<file path="config.mk">
export PLATFORM = sky130hd
export DESIGN_NAME = signed_number_text_parser
export DESIGN_NICKNAME = d
export VERILOG_FILES = /design/src/rtl/core/snp_pkg.sv /design/src/rtl/core/signed_number_text_parser.sv /design/src/rtl/core/snp_classify.sv /design/src/rtl/core/snp_queue.sv /design/src/rtl/core/snp_execute.sv
export SDC_FILE = /design/constraint.sdc
export NUM_CORES = 1
export LEC_CHECK = 0
export ABC_AREA = 1
export CAP_MARGIN = 5
export CORE_MARGIN = 4
export CORE_UTILIZATION = 66
export DETAILED_ROUTE_END_ITERATION = 10
export DONT_BUFFER_PORTS = 1
export PLACE_DENSITY = 0.82
export SLEW_MARGIN = 20
export SYNTH_ARGS = -nofsm -noshare
export SYNTH_HDL_FRONTEND = slang
export SYNTH_SLANG_ARGS = --single-unit
</file>
<file path="constraint.sdc">
create_clock -name clk -period 3.95 [get_ports clk]
set_input_delay 0 -clock clk [delete_from_list [all_inputs] [get_ports clk]]
set_output_delay 0 -clock clk [all_outputs]
set_load 0.005 [all_outputs]
</file>
<file path="src/rtl/core/snp_pkg.sv">
package snp_pkg;

	localparam logic [7:0] CH_MINUS = 8'h2d;
	localparam logic [7:0] CH_X_LO  = 8'h78;
	localparam logic [7:0] CH_X_UP  = 8'h58;
	localparam logic [7:0] CH_0     = 8'h30;
	localparam logic [7:0] CH_9     = 8'h39;
	localparam logic [7:0] CH_A_LO  = 8'h61;
	localparam logic [7:0] CH_F_LO  = 8'h66;
	localparam logic [7:0] CH_A_UP  = 8'h41;
	localparam logic [7:0] CH_F_UP  = 8'h46;

	localparam logic [3:0] HEX_LETTER_BASE = 4'd10;

	localparam int unsigned QUEUE_DEPTH = 2;
	localparam int unsigned QPTR_W      = (QUEUE_DEPTH > 1) ? $clog2(QUEUE_DEPTH) : 1;
	localparam int unsigned QCNT_W      = $clog2(QUEUE_DEPTH + 1);

	// character class as seen by the back end
	typedef struct packed {
		logic       is_minus;
		logic       is_zero;
		logic       is_x;
		logic       dec_ok;
		logic       hex_ok;
		logic [3:0] digit;
		logic       last;
	} snp_item_t;

endpackage

</file>
<file path="src/rtl/core/signed_number_text_parser.sv">
// channel   direction  handshake                 payload
// char      in         char_valid / char_stall    character[7:0], last
// value     out        value_valid / value_stall  value[31:0] signed
//
// one character per cycle sustained, unless value_stall holds back a word end and the queue fills;
// a word's last character is written to the queue, then the output register loads as that character pops
// a two-entry queue sits between the classifier and the execute stage
// arst_n clears the queue, the word state and the output valid flag, but not the value register
// value_stall holds only characters marked last; others keep draining into the accumulator
module signed_number_text_parser #(
	parameter int unsigned CELL_WIDTH = 32
) (
	input  logic               clk,
	input  logic               arst_n,
	input  logic               char_valid,
	output logic               char_stall,
	input  logic [7:0]         character,
	input  logic               last,
	output logic               value_valid,
	input  logic               value_stall,
	output logic signed [31:0] value
);
	import snp_pkg::*;

	snp_item_t cls_item;
	snp_item_t head_item;
	logic      q_full;
	logic      q_avail;
	logic      q_pop;

	snp_classify u_classify (
		.character (character),
		.last      (last),
		.item      (cls_item)
	);

	snp_queue u_queue (
		.clk       (clk),
		.arst_n    (arst_n),
		.push      (char_valid),
		.push_item (cls_item),
		.full      (q_full),
		.pop       (q_pop),
		.not_empty (q_avail),
		.head      (head_item)
	);

	snp_execute #(
		.CELL_WIDTH (CELL_WIDTH)
	) u_execute (
		.clk         (clk),
		.arst_n      (arst_n),
		.item_avail  (q_avail),
		.item        (head_item),
		.item_pop    (q_pop),
		.value_valid (value_valid),
		.value_stall (value_stall),
		.value       (value)
	);

	assign char_stall = q_full;

endmodule

</file>
<file path="src/rtl/core/snp_classify.sv">
module snp_classify (
	input  logic              [7:0] character,
	input  logic                    last,
	output snp_pkg::snp_item_t      item
);
	import snp_pkg::*;

	logic is_dec;
	logic is_lo;
	logic is_up;

	always_comb begin
		is_dec = (character >= CH_0) && (character <= CH_9);
		is_lo  = (character >= CH_A_LO) && (character <= CH_F_LO);
		is_up  = (character >= CH_A_UP) && (character <= CH_F_UP);

		item.is_minus = (character == CH_MINUS);
		item.is_zero  = (character == CH_0);
		item.is_x     = (character == CH_X_LO) || (character == CH_X_UP);
		item.dec_ok   = is_dec;
		item.hex_ok   = is_dec || is_lo || is_up;
		item.last     = last;
		if (is_lo) begin
			item.digit = 4'(character - CH_A_LO) + HEX_LETTER_BASE;
		end else if (is_up) begin
			item.digit = 4'(character - CH_A_UP) + HEX_LETTER_BASE;
		end else begin
			item.digit = 4'(character - CH_0);
		end
	end

endmodule

</file>
<file path="src/rtl/core/snp_queue.sv">
module snp_queue (
	input  logic               clk,
	input  logic               arst_n,
	input  logic               push,
	input  snp_pkg::snp_item_t push_item,
	output logic               full,
	input  logic               pop,
	output logic               not_empty,
	output snp_pkg::snp_item_t head
);
	import snp_pkg::*;

	snp_item_t           mem_q [QUEUE_DEPTH];
	logic [QPTR_W-1:0]   wr_ptr_q;
	logic [QPTR_W-1:0]   rd_ptr_q;
	logic [QCNT_W-1:0]   count_q;
	logic                do_push;
	logic                do_pop;

	assign full      = (count_q == QCNT_W'(QUEUE_DEPTH));
	assign not_empty = (count_q != '0);
	assign head      = mem_q[rd_ptr_q];
	assign do_push   = push && !full;
	assign do_pop    = pop && not_empty;

	function automatic logic [QPTR_W-1:0] ptr_inc(input logic [QPTR_W-1:0] p);
		if (p == QPTR_W'(QUEUE_DEPTH - 1)) begin
			return '0;
		end
		return p + 1'b1;
	endfunction

	always_ff @(posedge clk) begin
		if (do_push) begin
			mem_q[wr_ptr_q] <= push_item;
		end
	end

	always_ff @(posedge clk or negedge arst_n) begin
		if (!arst_n) begin
			wr_ptr_q <= '0;
			rd_ptr_q <= '0;
			count_q  <= '0;
		end else begin
			if (do_push) begin
				wr_ptr_q <= ptr_inc(wr_ptr_q);
			end
			if (do_pop) begin
				rd_ptr_q <= ptr_inc(rd_ptr_q);
			end
			if (do_push && !do_pop) begin
				count_q <= count_q + 1'b1;
			end else if (do_pop && !do_push) begin
				count_q <= count_q - 1'b1;
			end
		end
	end

endmodule

</file>
<file path="src/rtl/core/snp_execute.sv">
module snp_execute #(
	parameter int unsigned CELL_WIDTH = 32
) (
	input  logic               clk,
	input  logic               arst_n,
	input  logic               item_avail,
	input  snp_pkg::snp_item_t item,
	output logic               item_pop,
	output logic               value_valid,
	input  logic               value_stall,
	output logic signed [31:0] value
);
	import snp_pkg::*;

	typedef enum logic [4:0] {
		PH_START      = 5'b00001,
		PH_AFTER_SIGN = 5'b00010,
		PH_AFTER_ZERO = 5'b00100,
		PH_DEC        = 5'b01000,
		PH_HEX        = 5'b10000
	} phase_t;

	phase_t                  phase_q, phase_d;
	logic                    neg_q, neg_d;
	logic                    halted_q, halted_d;
	logic [CELL_WIDTH-1:0]   acc_q, acc_d;
	logic [CELL_WIDTH-1:0]   acc_dec;
	logic [CELL_WIDTH-1:0]   acc_hex;
	logic signed [CELL_WIDTH-1:0] result;
	logic                    out_valid_q;
	logic signed [31:0]      value_q;

	// a word end needs the output register free, other characters never wait
	assign item_pop = item_avail && (!item.last || !out_valid_q || !value_stall);

	assign acc_dec = (acc_q << 3) + (acc_q << 1) + CELL_WIDTH'(item.digit);
	assign acc_hex = (acc_q << 4) | CELL_WIDTH'(item.digit);

	always_comb begin
		phase_d  = phase_q;
		neg_d    = neg_q;
		halted_d = halted_q;
		acc_d    = acc_q;
		if (!halted_q) begin
			case (phase_q)
				PH_START: begin
					if (item.is_minus) begin
						neg_d   = 1'b1;
						phase_d = PH_AFTER_SIGN;
					end else if (item.is_zero) begin
						phase_d = PH_AFTER_ZERO;
					end else if (item.dec_ok) begin
						acc_d   = acc_dec;
						phase_d = PH_DEC;
					end else begin
						halted_d = 1'b1;
					end
				end
				PH_AFTER_SIGN: begin
					if (item.is_zero) begin
						phase_d = PH_AFTER_ZERO;
					end else if (item.dec_ok) begin
						acc_d   = acc_dec;
						phase_d = PH_DEC;
					end else begin
						halted_d = 1'b1;
					end
				end
				PH_AFTER_ZERO: begin
					if (item.is_x) begin
						phase_d = PH_HEX;
					end else if (item.dec_ok) begin
						acc_d   = acc_dec;
						phase_d = PH_DEC;
					end else begin
						halted_d = 1'b1;
					end
				end
				PH_HEX: begin
					if (item.hex_ok) begin
						acc_d = acc_hex;
					end else begin
						halted_d = 1'b1;
					end
				end
				default: begin
					if (item.dec_ok) begin
						acc_d   = acc_dec;
						phase_d = PH_DEC;
					end else begin
						halted_d = 1'b1;
					end
				end
			endcase
		end
		result = neg_d ? signed'(-acc_d) : signed'(acc_d);
	end

	always_ff @(posedge clk or negedge arst_n) begin
		if (!arst_n) begin
			phase_q     <= PH_START;
			neg_q       <= 1'b0;
			halted_q    <= 1'b0;
			acc_q       <= '0;
			out_valid_q <= 1'b0;
		end else begin
			if (out_valid_q && !value_stall) begin
				out_valid_q <= 1'b0;
			end
			if (item_pop) begin
				if (item.last) begin
					phase_q     <= PH_START;
					neg_q       <= 1'b0;
					halted_q    <= 1'b0;
					acc_q       <= '0;
					out_valid_q <= 1'b1;
				end else begin
					phase_q  <= phase_d;
					neg_q    <= neg_d;
					halted_q <= halted_d;
					acc_q    <= acc_d;
				end
			end
		end
	end

	// sign-extend or cut the cell to the 32-bit result
	always_ff @(posedge clk) begin
		if (item_pop && item.last) begin
			value_q <= 32'(result);
		end
	end

	assign value_valid = out_valid_q;
	assign value       = value_q;

endmodule
</file>
==> impl_results.md, run 1 <==
* First drt pass iteration count at 5
* Die W at 125.4 µm
* # setup viols final at 0
* Via count at 8987
* Peak supply drop at 0.7163 mV
* Cell taking the most area after synthesis: nand2_1
* Fin util at 73.44%
* CTS tree: yes
* Setup TNS at 0 ps
* IO Port Bufs at 0
* Final Hold Slack at 34.72 ps
* Final worst-path cycle share at 95.44%
* Ys flop type: edfxtp_1
* CP Launch Type: flop
* Worst-Margin Slew at 959.9 ps
* Async set-reset flop share out of synthesis at 45.83%
* Core area at 13350 µm²
* Initial DRC count at 858
* Max-slew violation count at 0
* Starting Density at 68.14%
* Skew final at 6.108 ps
* Req. time, crit path at 4060 ps
* Layout cells sized above 1 at 9.524%
* Setup CP Type: reg -> reg
* Root Buffer: clkbuf_16
* Diodes inserted at 0
* Cells after DPL at 1553
* Die Ht at 125.4 µm
* Pwr/cell area at 952.8 nW/µm²
* DRC Markers at 0
* Area Overhead vs Synth at 7.786%
* Worst-path clk slew at 70 ps
* Leak pwr at 5.251 nW
* # rows at 42
* Fmax at 0.2653 GHz
* DP Worst Slack at 117.3 ps
* FF+latch area at 2665 µm²
* Area of the multi-input gates at 5448 µm²
* Routed Antenna Nets at 0
* Synth top area share at 19.19%
* Clk_lat worst skew at 350 ps
* Fin. Hold Viols at 0
* Routed wire length at 24170 µm
* H-tree levels at 3
* Die Area at 15720 µm²
* GR Overflow Total at 0
* Ranking of synthesized cells by area: nand2_1 (19%), edfxtp_1 (17%), dfrtp_1 (12%), inv_1 (9.4%), ha_1 (8.8%)
* Post-synthesis sequential area ratio at 29.29%
* Syn nets at 1468
* Avg Cell Area, Syn at 6.548 µm²
* Max cap viols at 0
* CP endpoint kind: flop
* Vias per inst at 5.677
* Largest net degree at the start of global routing at 45
* Clock sink count at 96
* Rel. slew slack at 35.77%
* Ys Warns at 0
* GP Congestion at 0.9529
* Initial antenna violation count at 0
* Final critical-path required period at 3770 ps
* Clock buffer depth at 2
* Detailed Place HPWL at 18710 µm
* Synth Instances at 1389
* Fin cells at 1583
* Setup WS post-layout at 180.2 ps
* Wire per inst at 15.27 µm
* Flops & latches, synth at 96
* Worst Hold Class: in -> reg
* Max FO, Critical Path at 5
* Number of synthesized flops with an enable pin at 52
* Synth cell types at 53
* Vias in the first global route at 8363
* Outcome: completed
* Crit path DAT at 3880 ps
* Total CTS buffers at 9
* R2R Setup Slk at 180 ps
* Cell Area, Synth at 9095 µm²
* First-pass GRT wire length at 39920 µm
* Fillers at 1117
* Final net count at 1481
* Total global-route track usage at 30.81%
* Number of top-level pins at 47
-- cells in the mapped netlist, types with 2 or more instances --
cell type  instances
nand2_1          465
inv_1            228
nor2_1           112
nand3_1           90
ha_1              64
edfxtp_1          52
a21oi_1           45
dfrtp_1           43
o21ai_0           38
o22ai_1           35
nand4_1           27
nand2_2           24
xor2_1            20
inv_2             17
clkbuf_1          15
nor2_2            12
nand3b_1          11
o21ai_1           10
nor3_1             7
xnor2_1            7
a21oi_2            5
a22oi_1            5
and2_1             5
nor2_4             4
or2_2              4
and3_1             3
buf_4              3
buf_6              3
nand2_4            3
nand3_2            3
nand3_4            3
buf_1              2
clkinv_1           2
fa_1               2
o21ai_2            2
-- cells by family after synthesis --
group | after synthesis | synth area share [%]
xor gates and xnor gates | 27 | 2.600
adders and majority gates | 66 | 9.245
AOI/OAI and AO/OA | 153 | 10.07
and+or+nand+nor | 775 | 37.17
DFF | 96 | 29.29
buffers and inverters | 272 | 11.62
-- layout by cell type, fill, tap and decap left out, types with 7 or more instances in the layout --
master         count
edfxtp_1          52
buf_4             15
a21oi_1           45
dfrtp_1           42
nand4_1           27
nor2_1           106
o21ai_0           37
xnor2_1            7
ha_1              63
nand3_1           88
inv_2             17
clkbuf_16          9
inv_1            227
nor2_2            17
xor2_1            20
o21ai_1            8
dlygate4sd3_1     11
nor3_1             7
nand3b_1          11
o22ai_1           35
nand2_2           29
nand2_1          459
-- path summary, 6_finish.rpt --
kind / from / endpoint / depth (start not counted)
setup / recovery: u_queue.rd_ptr_q / u_execute.value[25] / 19
hold / removal: character[2] / u_queue.mem_q[1][6] / 3
setup reg to reg: u_queue.rd_ptr_q / u_execute.value[25] / 19
hold reg to reg: u_queue.wr_ptr_q / u_queue.wr_ptr_q / 2
max in group asynchronous: arst_n / u_execute.phase_q[0] / 2
min in group asynchronous: arst_n / u_execute.acc_q[30] / 2
-- worst max-delay path, stage by stage, from the launching register on --
cell and delay [ps]:
dfrtp_2 450, or2_2 310, o21ai_2 80, fa_1 480, fa_2 580, nor2_1 60, nand2_1 100, nand3_1 90
a21oi_1 150, nand3_1 130, nand2_1 200, nand2_2 110, nor2_2 170, nand2_4 100, nor2_1 150, nand2_1 130
nand2_1 80, nand2_1 50, nand2_1 60, inv_1 40
-- timing repair --
action / 4_1_cts / 5_1_grt
resized for setup: 0 / 24
hold endpoints to repair: 59 / 0
hold buffers: 12 / 0
buffers inserted: 0 / 2
endpoints found under the setup margin: 0 / 22
-- sequential cells by signal, indices dropped and copies added (netlist names) --
register,count
u_execute.halted_q,1
u_execute.value_valid,1
u_execute.phase_q,5
u_execute.value,32
u_execute.acc_q,32
u_queue.mem_q,20
u_queue.rd_ptr_q,1
u_execute.neg_q,1
u_queue.count_q,2
u_queue.wr_ptr_q,1
-- layer usage --
metal | wire length, µm | up-vias | GRT usage [%]
li1 | - | 4454 | -
met1 | 9901 | 4077 | 38.38
met2 | 11510 | 371 | 52.29
met3 | 1475 | 85 | 4.392
met4 | 1277 | 0 | 15.63
met5 | 0 | - | 0
-- layout make-up --
type                    count  share of cell area, %
clock buffers              10                  2.336
inverters                 247                  9.483
clock inverters             6                 0.6254
multi-input cells        1021                  55.57
well taps                 176                  2.246
flip-flops and latches     96                  27.19
repair buffers             27                  2.553
-- per-stage QoR --
step | total power, mW | cell area [µm²]
global route | 10.20 | 9803
CTS | 9.128 | 9718
floorplan | 6.710 | 9095
detailed placement | 8.209 | 9290
global placement | 8.073 | 9290
finish | 9.341 | 9803
-- where the power goes --
part	leakage, nW	internal [mW]	switching, mW
combinational	4.05	2.06	4.36
sequential	1.06	1.68	0.359
clock	0.134	0.488	0.386
Power figures use the tool's default switching activity.
==> run 2, diff against run 1 <==
Settings changed: RECOVER_POWER from default to 25.
==> run 2 against run 1 <==
Effect of this change:
- the run now ends with max-capacitance violations, max-slew violations left
- clock skew about the same
- largest cell class unchanged
- worst hold slack worse by 0.70 ps
- cell area down 0.24%
- sequential power about the same
- highest routed layer unchanged
- critical path type unchanged
- sequential share of layout area up 0.066 points
- power about the same
==> impl_results.md, run 2 (synthesis results as in run 1) <==
* # setup viols final at 0 (unchanged)
* Max-slew violation count at 45 (was 0)
* Die Area at 15720 µm² (unchanged)
* Buf/Inv on CP at 1 (unchanged)
* Req. time, crit path at 4060 ps (about the same)
* Final worst-path cycle share at 95.52% (was 95.44%)
* GR Overflow Total at 0 (unchanged)
* Critical R2R Launch: u_queue.rd_ptr_q (unchanged)
* Cells after DPL at 1553 (unchanged)
* Crit path DAT at 3890 ps (was 3880 ps)
* Peak supply drop at 0.7120 mV (was 0.7163 mV)
* Core area at 13350 µm² (unchanged)
* Root Buffer: clkbuf_16 (unchanged)
* Hold_sp: character[2] (unchanged)
* Clock buffer depth at 2 (unchanged)
* Routed wire length at 24230 µm (was 24170 µm)
* Most common cell after layout, fill and taps aside: nand2_1 (unchanged)
* Number of top-level pins at 47 (unchanged)
* Fin. Hold Viols at 0 (unchanged)
* Detailed Place HPWL at 18710 µm (unchanged)
* H-tree levels at 3 (unchanged)
* Final critical-path required period at 3773 ps (was 3770 ps)
* DRC Markers at 0 (unchanged)
* DP Worst Slack at 117.3 ps (unchanged)
* Worst Hold Class: in -> reg (unchanged)
* Die W at 125.4 µm (unchanged)
* Clk_lat worst skew at 350 ps (about the same)
* Fin area at 9779 µm² (was 9803 µm²)
* Critical-path cell list: or2_2, o21ai_2, fa_1, fa_2, nor2_1, nand2_1, nand3_1, a21oi_1, nand3_1, nand2_1, nand2_2, nor2_2, nand2_4, nor2_1, nand2_1, nand2_1, nand2_1, nand2_1, inv_1 (unchanged)
* Area Overhead vs Synth at 7.525% (was 7.786%)
* Rel. slew slack at -64.58% (was 35.77%)
* CP Launch Type: flop (unchanged)
* Die Ht at 125.4 µm (unchanged)
* GP Congestion at 0.9529 (unchanged)
* Pwr Total at 9.344 mW (was 9.341 mW)
* Pwr/cell area at 955.5 nW/µm² (was 952.8 nW/µm²)
* Worst Setup SP: u_queue.rd_ptr_q (unchanged)
* Failing checks: max-capacitance violations, max-slew violations
* Worst-path clk slew at 70 ps (about the same)
* Via count at 8993 (was 8987)
* Fin util at 73.27% (was 73.44%)
* # rows at 42 (unchanged)
* Total CTS buffers at 9 (unchanged)
* Vias in the first global route at 8363 (unchanged)
* Initial DRC count at 858 (unchanged)
* Worst-Margin Slew at 2469 ps (was 959.9 ps)
* IO Port Bufs at 0 (unchanged)
* Wire per inst at 15.31 µm (was 15.27 µm)
* Starting Density at 68.14% (unchanged)
* Leak pwr at 5.239 nW (was 5.251 nW)
* Diodes inserted at 0 (unchanged)
* Routed Antenna Nets at 0 (unchanged)
* Placed Area at 9290 µm² (unchanged)
* Largest net degree at the start of global routing at 45 (unchanged)
* Most frequent cells in the layout: nand2_1 (459), inv_1 (227), nor2_1 (106) (unchanged)
* Slowest cell on the critical path: fa_2 (unchanged)
* First-pass GRT wire length at 39920 µm (unchanged)
* First drt pass iteration count at 7 (was 5)
* Setup TNS at 0 ps (unchanged)
* Delay-heaviest family, CP: simple AND/OR/NAND/NOR gates (unchanged)
* Setup WS post-layout at 177.0 ps (was 180.2 ps)
* Initial antenna violation count at 0 (unchanged)
* Layout cells sized above 1 at 9.453% (was 9.524%)
* CP endpoint kind: flop (unchanged)
* Max FO, Critical Path at 5 (unchanged)
* Skew final at 6.323 ps (was 6.108 ps)
* Most used cell, CP: nand2_1 (unchanged)
* Final Hold Slack at 34.02 ps (was 34.72 ps)
* CP max stage delay at 580 ps (about the same)
* Outcome: complete, but fails checks (was completed)
* Final net count at 1481 (unchanged)
* Max cap viols at 1 (was 0)
* Fmax at 0.2650 GHz (was 0.2653 GHz)
* Clock sink count at 96 (unchanged)
* Setup CP Type: reg -> reg (unchanged)
* Vias per inst at 5.681 (was 5.677)
* Fin cells at 1583 (unchanged)
* Total global-route track usage at 30.81% (unchanged)
* CTS tree: yes (unchanged)
[run 2: cell count changes in the layout (fill, tap and decap cells not counted)]
cell / previous run / this run
buf_16: 1 / 0
clkbuf_1: 1 / 2
[run 2: path summary, 6_finish.rpt]
| path | endpoint | slack (ps) | cells past startpoint |
|---|---|---|---|
| max | u_execute.value[25] | 180 | 19 |
| min | u_queue.mem_q[1][6] | 30 | 3 |
| max reg2reg | u_execute.value[25] | 180 | 19 |
| min reg2reg | u_queue.wr_ptr_q | 540 | 2 |
| max in group asynchronous | u_queue.rd_ptr_q | 1380 | 2 |
| min in group asynchronous | u_execute.acc_q[30] | 970 | 2 |
[run 2: cell type report]
| class | count | area [µm²] |
|---|---|---|
| Sequential cell | 96 | 2665 |
| Inverter | 247 | 929.6 |
| Clock buffer | 10 | 229.0 |
| Fill cell | 1121 | 3568 |
| Tap cell | 176 | 220.2 |
| Timing Repair Buffer | 27 | 226.5 |
| Clock inverter | 6 | 61.31 |
| Multi-Input combinational cell | 1021 | 5448 |
[run 2: timing repair]
| item | CTS | global route |
|---|---|---|
| setup buffers | 0 | 2 |
| hold buffers | 12 | 0 |
| hold endpoints to repair | 59 | 0 |
| gates resized for setup | 0 | 24 |
| endpoints found under the setup margin | 0 | 22 |
[run 2: worst register-to-register path, cell delays in order (launching register included)]
cell and delay, ps:
dfrtp_2 450, or2_2 310, o21ai_2 80, fa_1 480, fa_2 580, nor2_1 70, nand2_1 100, nand3_1 90
a21oi_1 150, nand3_1 130, nand2_1 200, nand2_2 110, nor2_2 170, nand2_4 100, nor2_1 150, nand2_1 130
nand2_1 80, nand2_1 50, nand2_1 60, inv_1 40
[run 2: routing by layer]
metal	track usage, %	vias up	share of wire, %	wire (µm)
met5	0	-	0	0
met4	15.63	0	5.3	1274
met3	4.392	85	5.9	1420
met2	52.29	346	48	11560
met1	38.38	4106	41	9977
li1	-	4456	-	-
[run 2: power by group]
part / internal (mW) / total (mW) / switching [mW]
Sequential: 1.68 / 2.04 / 0.358
Combinational: 2.06 / 6.42 / 4.36
Clock: 0.488 / 0.876 / 0.388
